File: config.mk
export PLATFORM = sky130hd
export DESIGN_NAME = positional_list_insert_delete
export DESIGN_NICKNAME = d
export VERILOG_FILES = /design/src/hw/rtl/pli_pkg.sv /design/src/hw/rtl/positional_list_insert_delete.sv /design/src/hw/rtl/pli_ctrl.sv /design/src/hw/rtl/pli_dp.sv
export SDC_FILE = /design/constraint.sdc
export NUM_CORES = 2
export LEC_CHECK = 0
export BUFFER_PORTS_ARGS = -buffer_cell sky130_fd_sc_hd__buf_2
export CELL_PAD_IN_SITES_DETAIL_PLACEMENT = 1
export CELL_PAD_IN_SITES_GLOBAL_PLACEMENT = 2
export CORE_UTILIZATION = 41
export DETAILED_ROUTE_END_ITERATION = 16
export PLACE_DENSITY = 0.81
export SLEW_MARGIN = 10
export SYNTH_ARGS = -nofsm -noshare
export SYNTH_HDL_FRONTEND = slang
export SYNTH_SLANG_ARGS = --single-unit
File: constraint.sdc
create_clock -name clk -period 6.9 [get_ports clk]
set_input_delay 1.035 -clock clk [delete_from_list [all_inputs] [get_ports clk]]
set_output_delay 1.035 -clock clk [all_outputs]
set_load 0.01 [all_outputs]
File: src/hw/rtl/pli_pkg.sv
package pli_pkg;

  // list geometry
  localparam int DEPTH   = 32;
  localparam int INDEX_W = $clog2(DEPTH);
  localparam int COUNT_W = $clog2(DEPTH + 1);

  // field widths
  localparam int OP_W      = 3;
  localparam int VALUE_W   = 32;
  localparam int POS_W     = 8;
  localparam int CNT_OUT_W = 6;
  localparam int STATUS_W  = 2;

  // position compare width: holds both a position and count + 1
  localparam int CMP_W = ((COUNT_W > POS_W) ? COUNT_W : POS_W) + 1;

  // stream widths
  localparam int S_TDATA_W = 40;
  localparam int S_TUSER_W = OP_W;
  localparam int M_TDATA_W = 40;

  typedef enum logic [OP_W-1:0] {
    OP_INS_FRONT = 3'd0,
    OP_INS_BACK  = 3'd1,
    OP_INS_POS   = 3'd2,
    OP_DEL_FRONT = 3'd3,
    OP_DEL_BACK  = 3'd4,
    OP_DEL_POS   = 3'd5,
    OP_DISPLAY   = 3'd6
  } op_t;

  typedef enum logic [STATUS_W-1:0] {
    STAT_OK     = 2'd0,
    STAT_BADPOS = 2'd1,
    STAT_EMPTY  = 2'd2,
    STAT_FULL   = 2'd3
  } status_t;

  // controller -> datapath
  typedef struct packed {
    logic exec;        // apply the accepted operation, load its result beat
    logic disp_start;  // rewind the readout index
    logic disp_load;   // load the entry at the readout index, step the index
  } cmd_t;

  // datapath -> controller
  typedef struct packed {
    logic disp_run;    // accepted op is a display of a non-empty list
    logic disp_last;   // readout index points at the back entry
  } sts_t;

endpackage

File: src/hw/rtl/positional_list_insert_delete.sv
// Positional list of up to DEPTH (32) signed 32-bit values, front at position 1.
// Each input beat carries one operation: insert at front, back or a 1-based
// position, delete at front, back or a position, or display. Insert and delete
// shift all cells in parallel, and each answers with a single beat holding the
// new count and a status (ok, bad position, empty, full).
// Display streams the list front to back, one beat per entry with tlast on the
// back entry, one cell per cycle while the output register can take a beat.
// A display of an empty list answers with one beat, status empty.
// The block takes a new operation only after the previous one has issued all
// its beats, and while the output register is free or being drained.
module positional_list_insert_delete (
  input  logic                            clk,
  input  logic                            rst,
  input  logic                            s_tvalid,
  output logic                            s_tready,
  input  logic [pli_pkg::S_TDATA_W-1:0]   s_tdata,   // [31:0] value, [39:32] position
  input  logic [pli_pkg::S_TUSER_W-1:0]   s_tuser,   // [2:0] opcode
  output logic                            m_tvalid,
  input  logic                            m_tready,
  output logic [pli_pkg::M_TDATA_W-1:0]   m_tdata,   // [31:0] value_out, [37:32] count,
                                                     // [39:38] status
  output logic                            m_tuser,   // [0] value_valid
  output logic                            m_tlast
);
  import pli_pkg::*;

  cmd_t                      cmd;
  sts_t                      sts;
  logic signed [VALUE_W-1:0] value_out;
  logic [CNT_OUT_W-1:0]      count;
  logic [STATUS_W-1:0]       status;

  pli_ctrl u_ctrl (
    .clk      (clk),
    .rst      (rst),
    .s_tvalid (s_tvalid),
    .s_tready (s_tready),
    .m_tvalid (m_tvalid),
    .m_tready (m_tready),
    .sts      (sts),
    .cmd      (cmd)
  );

  pli_dp u_dp (
    .clk         (clk),
    .rst         (rst),
    .cmd         (cmd),
    .sts         (sts),
    .opcode      (s_tuser[OP_W-1:0]),
    .value       (s_tdata[VALUE_W-1:0]),
    .position    (s_tdata[VALUE_W+POS_W-1:VALUE_W]),
    .value_out   (value_out),
    .value_valid (m_tuser),
    .count       (count),
    .status      (status),
    .last        (m_tlast)
  );

  assign m_tdata = {status, count, value_out};

endmodule

File: src/hw/rtl/pli_ctrl.sv
module pli_ctrl (
  input  logic          clk,
  input  logic          rst,
  input  logic          s_tvalid,
  output logic          s_tready,
  output logic          m_tvalid,
  input  logic          m_tready,
  input  pli_pkg::sts_t sts,
  output pli_pkg::cmd_t cmd
);
  import pli_pkg::*;

  typedef enum logic {
    S_IDLE,
    S_DISP
  } state_t;

  state_t state;
  logic   slot_free;
  logic   accept;

  // output register can take a beat this cycle
  assign slot_free = !m_tvalid || m_tready;
  assign s_tready  = (state == S_IDLE) && slot_free;
  assign accept    = s_tvalid && s_tready;

  // command decode
  always_comb begin
    cmd = '0;
    unique case (state)
      S_IDLE: begin
        if (accept) begin
          cmd.exec       = !sts.disp_run;
          cmd.disp_start = sts.disp_run;
        end
      end
      S_DISP: begin
        cmd.disp_load = slot_free;
      end
    endcase
  end

  // state and output valid
  always_ff @(posedge clk) begin
    if (rst) begin
      state    <= S_IDLE;
      m_tvalid <= 1'b0;
    end else begin
      if (cmd.exec || cmd.disp_load) begin
        m_tvalid <= 1'b1;
      end else if (m_tready) begin
        m_tvalid <= 1'b0;
      end
      unique case (state)
        S_IDLE: begin
          if (cmd.disp_start) begin
            state <= S_DISP;
          end
        end
        S_DISP: begin
          if (cmd.disp_load && sts.disp_last) begin
            state <= S_IDLE;
          end
        end
      endcase
    end
  end

endmodule

File: src/hw/rtl/pli_dp.sv
module pli_dp (
  input  logic                             clk,
  input  logic                             rst,
  input  pli_pkg::cmd_t                    cmd,
  output pli_pkg::sts_t                    sts,
  input  logic [pli_pkg::OP_W-1:0]         opcode,
  input  logic signed [pli_pkg::VALUE_W-1:0] value,
  input  logic [pli_pkg::POS_W-1:0]        position,
  output logic signed [pli_pkg::VALUE_W-1:0] value_out,
  output logic                             value_valid,
  output logic [pli_pkg::CNT_OUT_W-1:0]    count,
  output logic [pli_pkg::STATUS_W-1:0]     status,
  output logic                             last
);
  import pli_pkg::*;

  logic signed [VALUE_W-1:0] cells [DEPTH];
  logic [COUNT_W-1:0]        cnt;
  logic [COUNT_W-1:0]        cnt_next;
  logic [INDEX_W-1:0]        disp_idx;

  op_t                res_op;
  status_t            res_status;
  logic               do_ins;
  logic               do_del;
  logic [COUNT_W-1:0] op_idx;
  logic               is_full;
  logic               is_empty;
  logic [CMP_W-1:0]   pos_ext;
  logic [CMP_W-1:0]   cnt_ext;
  logic [POS_W-1:0]   pos_m1;

  assign res_op   = op_t'(opcode);
  assign is_full  = (cnt == COUNT_W'(DEPTH));
  assign is_empty = (cnt == '0);
  assign pos_ext  = CMP_W'(position);
  assign cnt_ext  = CMP_W'(cnt);
  assign pos_m1   = position - POS_W'(1);

  // operation decode and bounds checks
  always_comb begin
    res_status = STAT_OK;
    do_ins     = 1'b0;
    do_del     = 1'b0;
    op_idx     = '0;
    unique case (res_op)
      OP_INS_FRONT: begin
        if (is_full) res_status = STAT_FULL;
        else do_ins = 1'b1;
      end
      OP_INS_BACK: begin
        op_idx = cnt;
        if (is_full) res_status = STAT_FULL;
        else do_ins = 1'b1;
      end
      OP_INS_POS: begin
        op_idx = COUNT_W'(pos_m1);
        if (position == '0 || pos_ext > cnt_ext + CMP_W'(1)) res_status = STAT_BADPOS;
        else if (is_full) res_status = STAT_FULL;
        else do_ins = 1'b1;
      end
      OP_DEL_FRONT: begin
        if (is_empty) res_status = STAT_EMPTY;
        else do_del = 1'b1;
      end
      OP_DEL_BACK: begin
        op_idx = cnt - COUNT_W'(1);
        if (is_empty) res_status = STAT_EMPTY;
        else do_del = 1'b1;
      end
      OP_DEL_POS: begin
        op_idx = COUNT_W'(pos_m1);
        if (position == '0 || pos_ext > cnt_ext) res_status = STAT_BADPOS;
        else do_del = 1'b1;
      end
      OP_DISPLAY: begin
        // only an empty list reaches here
        res_status = STAT_EMPTY;
      end
      default: begin
        res_status = STAT_OK;
      end
    endcase
  end

  assign cnt_next = do_ins ? cnt + COUNT_W'(1) :
                    do_del ? cnt - COUNT_W'(1) : cnt;

  assign sts.disp_run  = (res_op == OP_DISPLAY) && !is_empty;
  assign sts.disp_last = (COUNT_W'(disp_idx) + COUNT_W'(1)) == cnt;

  // entry count and readout index
  always_ff @(posedge clk) begin
    if (rst) begin
      cnt      <= '0;
      disp_idx <= '0;
    end else begin
      if (cmd.exec) begin
        cnt <= cnt_next;
      end
      if (cmd.disp_start) begin
        disp_idx <= '0;
      end else if (cmd.disp_load) begin
        disp_idx <= disp_idx + INDEX_W'(1);
      end
    end
  end

  // cells shift in parallel: open a gap on insert, close it on delete
  always_ff @(posedge clk) begin
    if (cmd.exec) begin
      for (int i = 0; i < DEPTH; i++) begin
        if (do_ins) begin
          if (COUNT_W'(i) == op_idx) begin
            cells[INDEX_W'(i)] <= value;
          end else if (i > 0 && COUNT_W'(i) > op_idx) begin
            cells[INDEX_W'(i)] <= cells[INDEX_W'((i > 0) ? i - 1 : 0)];
          end
        end else if (do_del) begin
          if (i < DEPTH - 1 && COUNT_W'(i) >= op_idx) begin
            cells[INDEX_W'(i)] <= cells[INDEX_W'((i < DEPTH - 1) ? i + 1 : i)];
          end
        end
      end
    end
  end

  // result beat register
  always_ff @(posedge clk) begin
    if (cmd.exec) begin
      value_out   <= '0;
      value_valid <= 1'b0;
      count       <= CNT_OUT_W'(cnt_next);
      status      <= res_status;
      last        <= 1'b1;
    end else if (cmd.disp_load) begin
      value_out   <= cells[disp_idx];
      value_valid <= 1'b1;
      count       <= CNT_OUT_W'(cnt);
      status      <= STAT_OK;
      last        <= sts.disp_last;
    end
  end

endmodule

* After elaboration in Yosys (flattened, before gate mapping)
Memory sizes are Yosys's and may differ from the RTL's. A register that Yosys moved wholly into a read port is not among the register bits.
Index checks and enable logic that the tools add are counted.
** Cells by class
- Add/sub/neg operators :: 6
- Order comparisons :: 64
- Equal/unequal tests :: 39
- Bitwise gates (word level) :: 63
- Muxes and demuxes :: 526
- Reduce and logical (&&, ||, !) cells :: 21
** Operators with widths (number)
- $mux 32 :: 62
- $mux 1 :: 448
- $eq 5x6->1 const A :: 16
- $gt 5x6->1 const A :: 16
- $ge 5x6->1 const A :: 15
- $or 1x1->1 :: 62
- $eq 4x6->1 const A :: 8
- $ge 4x6->1 const A :: 8
- $gt 4x6->1 const A :: 8
- $eq 3x6->1 const A :: 4
- $ge 3x6->1 const A :: 4
- $gt 3x6->1 const A :: 4
- $mux 6 :: 4
- $pmux 6 s3 :: 1
- $mux 2 :: 7
- $eq 2x6->1 const A :: 2
- $ge 1x6->1 const A :: 2
- $ge 2x6->1 const A :: 2
- $gt 2x6->1 const A :: 2
- $logic_not 6->1 :: 2
- $sub 6x1->6 const B :: 2
- $pmux 2 s5 :: 1
- $eq 3x3->1 const B :: 3
- $gt 8x6->1 :: 1
- 20 further kinds :: 35
** Storage, ports and cells
- Output and inout port bits :: 44
- Flip-flop bits (word level) :: 23
- Input port bits :: 47
- Word-level logic and storage cells :: 728
- Memories kept :: 1
- Memory bits (writable) :: 1024
** Memories
- u_dp.cells :: words 32, bits a word 32, read ports 33, clocked after Yosys merged registers in 1, write ports 32, RTL line pli_dp.sv:17 : logic signed [VALUE_W-1:0] cells [DEPTH];

* Logic depth before layout (Yosys ltp)
- Depth in word-level cells :: 11
- Mapped depth :: 16
- Mapped depth without buffers :: 13

* Modules after synthesis
Synthesis repeated with hierarchy kept, for this count alone.
** Second synthesis, totals
- Cell total of the unflattened synthesis :: 5415
- Area, all modules :: 63594.7 um^2
** Modules (own cells, without submodules)
- pli_dp :: cells an instance 5404, instances 1, area each 63480.9 um^2
- pli_ctrl :: cells an instance 11, instances 1, area each 113.9 um^2

* Worst setup path before layout
No wires, ideal clock.
- Path kind :: register to register
- Start point :: reg u_dp.cnt[2]
- End point :: mem u_dp.cells[17][0], enable pin
- Period minus slack after synthesis :: 5.973 ns
- Stages on the path, launching flop included :: 14
- Library setup time :: 0.470 ns
- Setup slack :: 0.927 ns
- Data required time :: 6.430 ns
- Arrival time :: 5.503 ns
- Cells stage by stage :: dfxtp_1 > clkbuf_1 > nand3_1 > nor3_1 > xnor2_1 > ha_1 > a21o_1 > a211o_1 > o211a_1 > or2_2 > clkbuf_1 > a21oi_1 > nand2_1 > a211oi_1
** RTL lines
- from (decl) :: RTL line pli_dp.sv:18 : logic [COUNT_W-1:0] cnt;
- from (signal assigned) :: RTL line pli_dp.sv:99 : cnt <= cnt_next;
- to (decl) :: RTL line pli_dp.sv:17

==> results.md <==
Status:
- The flow ran to the end, and the final reports show no timing, DRC or antenna violations.

Synth:
- After synthesis, the most frequently instantiated cells are sky130_fd_sc_hd__edfxtp_1 (1032), sky130_fd_sc_hd__mux2i_1 (960), sky130_fd_sc_hd__nand2_1 (877).
- The top flip-flop cell by instance count after synthesis is sky130_fd_sc_hd__edfxtp_1.
- The number of nets in the synthesized netlist is 5415.
- The biggest area contributor in the post-synthesis netlist is sky130_fd_sc_hd__edfxtp_1.
- The cell count after synthesis came out at 5350.
- The summed instance area of the synthesized netlist is 63200 um^2.
- In the post-synthesis netlist, the cell with the most instances is sky130_fd_sc_hd__edfxtp_1.
- The number of enable flip-flop cells after synthesis is 1032.
- Counting flops with an async set or reset pin after synthesis yields a share of 0%.
- The fraction of synthesized cell area taken by the top area cell type is 49.0%.
- The Yosys step of the flow raised 0 warnings.
- By area the synthesized netlist is led by sky130_fd_sc_hd__edfxtp_1 (49%), sky130_fd_sc_hd__mux2i_1 (15%), sky130_fd_sc_hd__mux4_2 (11%).
- The distinct cell type count of the synthesized netlist is 71.
- The mean instance size in the synthesized netlist is 11.8 um^2.
- The number of register bits inferred by synthesis is 1079.
- After synthesis, flip-flops and latches occupy 50.5% of the total area.

Hold path:
- For hold timing, the worst endpoint is u_dp.value_out[31]$_SDFFE_PP0P_.
- The class of the worst hold path is reg -> reg.
- The number of cells traversed by the worst hold path is 2.
- The worst min-delay path startpoint is u_dp.value_out[31]$_SDFFE_PP0P_.

STA:
- The highest achievable clock rate is 189 MHz.
- Setup repair after global routing left no endpoint under its margin.
- The clock arrives with 0.0447 ns of skew.
- Headroom to the max-slew limit came out at 18.5%.
- For the pin with the worst max-slew slack, the measured transition is 1.22 ns.
- The count of final setup violators is 0.
- The portion of the clock cycle consumed by the worst path in the final layout is 76.7%.
- The worst hold margin is 0.474 ns.
- The count of final hold-check violations is 0.
- The worst path in the final design needs a cycle of 5.29 ns, including I/O delays and setup.
- The final count of pins violating max slew is 0.
- Setup total negative slack on the finished layout was measured at 0 ns.

Die:
- The die is 395 um tall.
- After floorplanning, the core was sized to cover 152000 um^2.
- The die span in x is 395 um.
- For this configuration, the core starts out at a cell density of 41.5%.
- The total die area is 156000 um^2.
- The floorplan has 143 rows.
- For this design the top-level I/O count stands at 91.

Detailed routing:
- The detailed-routing iteration count for the pre-antenna-repair pass is 7.
- The routed layout has 44700 vias.
- The sum of routed wire length over all layers is 200000 um.
- Using the TritonRoute via totals, the vias-per-cell ratio works out to 6.10.
- The post-detailed-route wirelength per cell is 27.3 um.
- In the routed design, unresolved DRC markers number 0.
- The antenna violation net count after detailed routing is 0.
- The first routing iteration left 3089 violations.

GRT:
- Entering global routing, the biggest net connects 72 pins.
- The first global-routing pass estimated 304000 um of wire.
- The number of antenna violations at the first check in global routing is 9.
- Global routing used 25.5% of the available tracks across all layers.
- The total global routing overflow is 0.
- The via count of the first global-routing pass came to 47400.

Critical path:
- The critical path's slowest cell is sky130_fd_sc_hd__nor2_4.
- The category of the worst setup path capture point is a register.
- The cell depth of the worst flop-to-flop path is 12.
- STA puts the critical path data required time at 7.27 ns.
- The endpoint of the most critical register-to-register path is u_dp.cells[20][5]$_DFFE_PP_.
- The worst setup path is launched from a register.
- The delay of the slowest critical-path stage is 0.78 ns.
- In this run the critical register-to-register path is launched from u_dp.cnt[3]$_SDFFE_PP0P_.
- The critical path goes through inv_1 > nor3_1 > xnor2_1 > ha_1 > a21o_1 > a211o_1 > o211a_1 > or2_2 > a21oi_1 > nand2_1 > buf_4 > nor2_4.
- The arrival time of the worst setup path is 5.67 ns.
- Along the worst path, the maximum fanout reaches 32.
- The worst setup path is of the reg -> reg kind.
- The setup slack on the worst flop-to-flop path is 1.61 ns.

Power and ir drop:
- The combinational share of power is 13.4%.
- Power comes to 17.0 mW.
- The net switching component of the power is 4.63 mW.
- Cell internal power was estimated by the tool at 12.4 mW.
- Sequential cells burn 47.6% of the power.
- The clock network burns 39.0% of the power.
- Summed over all cells, the static leakage comes to 22.5 nW.
- The worst-case IR drop observed on VDD is 0.233 mV.
- Power spread over the standard cell area amounts to 245 nW/um^2.
- Of the total power, the share spent switching nets is 27.2%.

Placed design:
- The placement-stage cell area is 65400 um^2.
- Port buffering added 90 buffers.
- The weighted congestion reported at the end of routability-driven placement is 0.873.
- The placed wire-length estimate after detailed placement is 139000 um.

Clock tree:
- The quantity of hold-fixing buffers added after cts is 0.
- The root buffer cell is sky130_fd_sc_hd__clkbuf_16.
- Buffers added to address setup during post-CTS repair amount to 0.
- In this run, CTS created clock tree buffers numbering 131.
- The sink count of the clock tree is 1079.
- The H-tree was split into 4 levels.
- The clock-pin slew on the worst setup and hold paths is 0.06 ns.
- The TritonCTS clock tree is built.
- The number of gates resized after cts is 0.
- The maximum count of clock buffers along a single path is 3.
- Clock latency on the worst-skew pair, taken at its later pin, is 0.77 ns.

Layout:
- The area growth from synthesis to layout is 9.74%.
- Summing all non-filler instances in the final layout gives an area of 69400 um^2.
- The net count of the finished layout is 5255.
- The post-route netlist has 16.6% of its cells at a drive strength greater than 1.
- Once layout is complete, the utilization of the core stands at 45.5%.

Job:
- The count of max-cap constraint violations is 0.
through the flow:
stage	worst slack, ns	std cells
2_1_floorplan	0.927	5350
3_3_place_gp	1.50	7086
3_5_place_dp	1.35	7086
4_1_cts	1.66	7318
5_1_grt	1.30	7319
6_report	1.61	7321
logic make-up after synthesis:
| kind of cell | after synthesis | synth area share [%] |
|---|---|---|
| simple gates | 1284 | 8.44 |
| compound gates | 1086 | 8.92 |
| xor+xnor | 18 | 0.249 |
| buf+inv | 521 | 3.82 |
| mux | 1344 | 27.7 |
| fa+ha+maj | 18 | 0.356 |
| flops | 1079 | 50.5 |
how the worst max path moves through the flow:
stage / startpoint / cells past startpoint / endpoint / slack, ns
floorplan: u_dp.cnt[2]$_SDFFE_PP0P_ / 13 / u_dp.cells[17][0]$_DFFE_PP_ / 0.93
global placement: s_tdata[37] / 11 / u_dp.cells[20][12]$_DFFE_PP_ / 1.50
detailed placement: s_tdata[37] / 11 / u_dp.cells[20][9]$_DFFE_PP_ / 1.35
CTS: u_dp.cnt[3]$_SDFFE_PP0P_ / 12 / u_dp.cells[20][0]$_DFFE_PP_ / 1.66
global route: u_dp.cnt[0]$_SDFFE_PP0P_ / 13 / u_dp.cells[19][1]$_DFFE_PP_ / 1.30
finish: u_dp.cnt[3]$_SDFFE_PP0P_ / 12 / u_dp.cells[20][5]$_DFFE_PP_ / 1.61
power groups by stage:
stage	combinational [mW]	clock (mW)	sequential (mW)
2_1_floorplan	1.56	0	8.09
3_3_place_gp	2.19	0	8.21
3_5_place_dp	2.28	0	8.22
4_1_cts	2.29	6.73	8.09
5_1_grt	2.47	6.95	8.13
6_report	2.27	6.64	8.09
cells in the final DEF (no fill, tap or decap), types with 12 or more instances in the layout:
cell type                   instances
sky130_fd_sc_hd__nor3_1            12
sky130_fd_sc_hd__mux2i_1          960
sky130_fd_sc_hd__nand2_1          869
sky130_fd_sc_hd__mux2_2            63
sky130_fd_sc_hd__a21oi_1          183
sky130_fd_sc_hd__o21ai_1          202
sky130_fd_sc_hd__buf_4            115
sky130_fd_sc_hd__inv_1             14
sky130_fd_sc_hd__clkbuf_16        135
sky130_fd_sc_hd__a31oi_1           34
sky130_fd_sc_hd__clkbuf_1          35
sky130_fd_sc_hd__clkinv_2          21
sky130_fd_sc_hd__ha_1              18
sky130_fd_sc_hd__nor2_1           223
sky130_fd_sc_hd__clkinv_1          29
sky130_fd_sc_hd__edfxtp_1        1032
sky130_fd_sc_hd__nor2_4            35
sky130_fd_sc_hd__nand3_1           41
sky130_fd_sc_hd__nor2b_1           12
sky130_fd_sc_hd__dfxtp_1           42
sky130_fd_sc_hd__o21ai_0          613
sky130_fd_sc_hd__xnor2_1           14
sky130_fd_sc_hd__mux4_2           320
sky130_fd_sc_hd__a21oi_4           13
sky130_fd_sc_hd__nor3_4            12
sky130_fd_sc_hd__buf_2             90
routing by layer:
metal / part of all wire (%) / GRT usage (%) / wire length (um) / vias up
met1: 41 / 32.2 / 82600 / 23400
li1: - / - / - / 19800
met5: 0.035 / 0 / 70 / -
met4: 4.6 / 11.4 / 9290 / 12
met3: 3.9 / 3.11 / 7770 / 359
met2: 50 / 43.6 / 100000 / 1071
state kept, by name, summed over array words and instances (netlist names):
signal,cells
u_dp.value_valid,1
u_ctrl.state,1
u_dp.cells,1024
u_ctrl.m_tvalid,1
u_dp.status,2
u_dp.count,6
u_dp.value_out,32
u_dp.cnt,6
u_dp.disp_idx,5
u_dp.last,1
layout make-up:
class,instances,area [um^2]
inverters,15,56.3
well taps,2030,2540
clock buffers,171,3520
diodes,2,5.00
repair buffers,213,1470
clock inverters,61,435
flip-flops and latches,1079,31900
multi-input cells,3750,29400
fillers,15900,83000
critical path, delay by kind of cell (launching register included):
family | cells | cell delay, ns
buffers and inverters | 2 | 0.61
AOI/OAI and AO/OA | 4 | 1.19
and+or+nand+nor | 4 | 2.02
adders and majority gates | 1 | 0.29
xor gates and xnor gates | 1 | 0.18
DFF | 1 | 0.53
(Power assumes the default switching activity.)
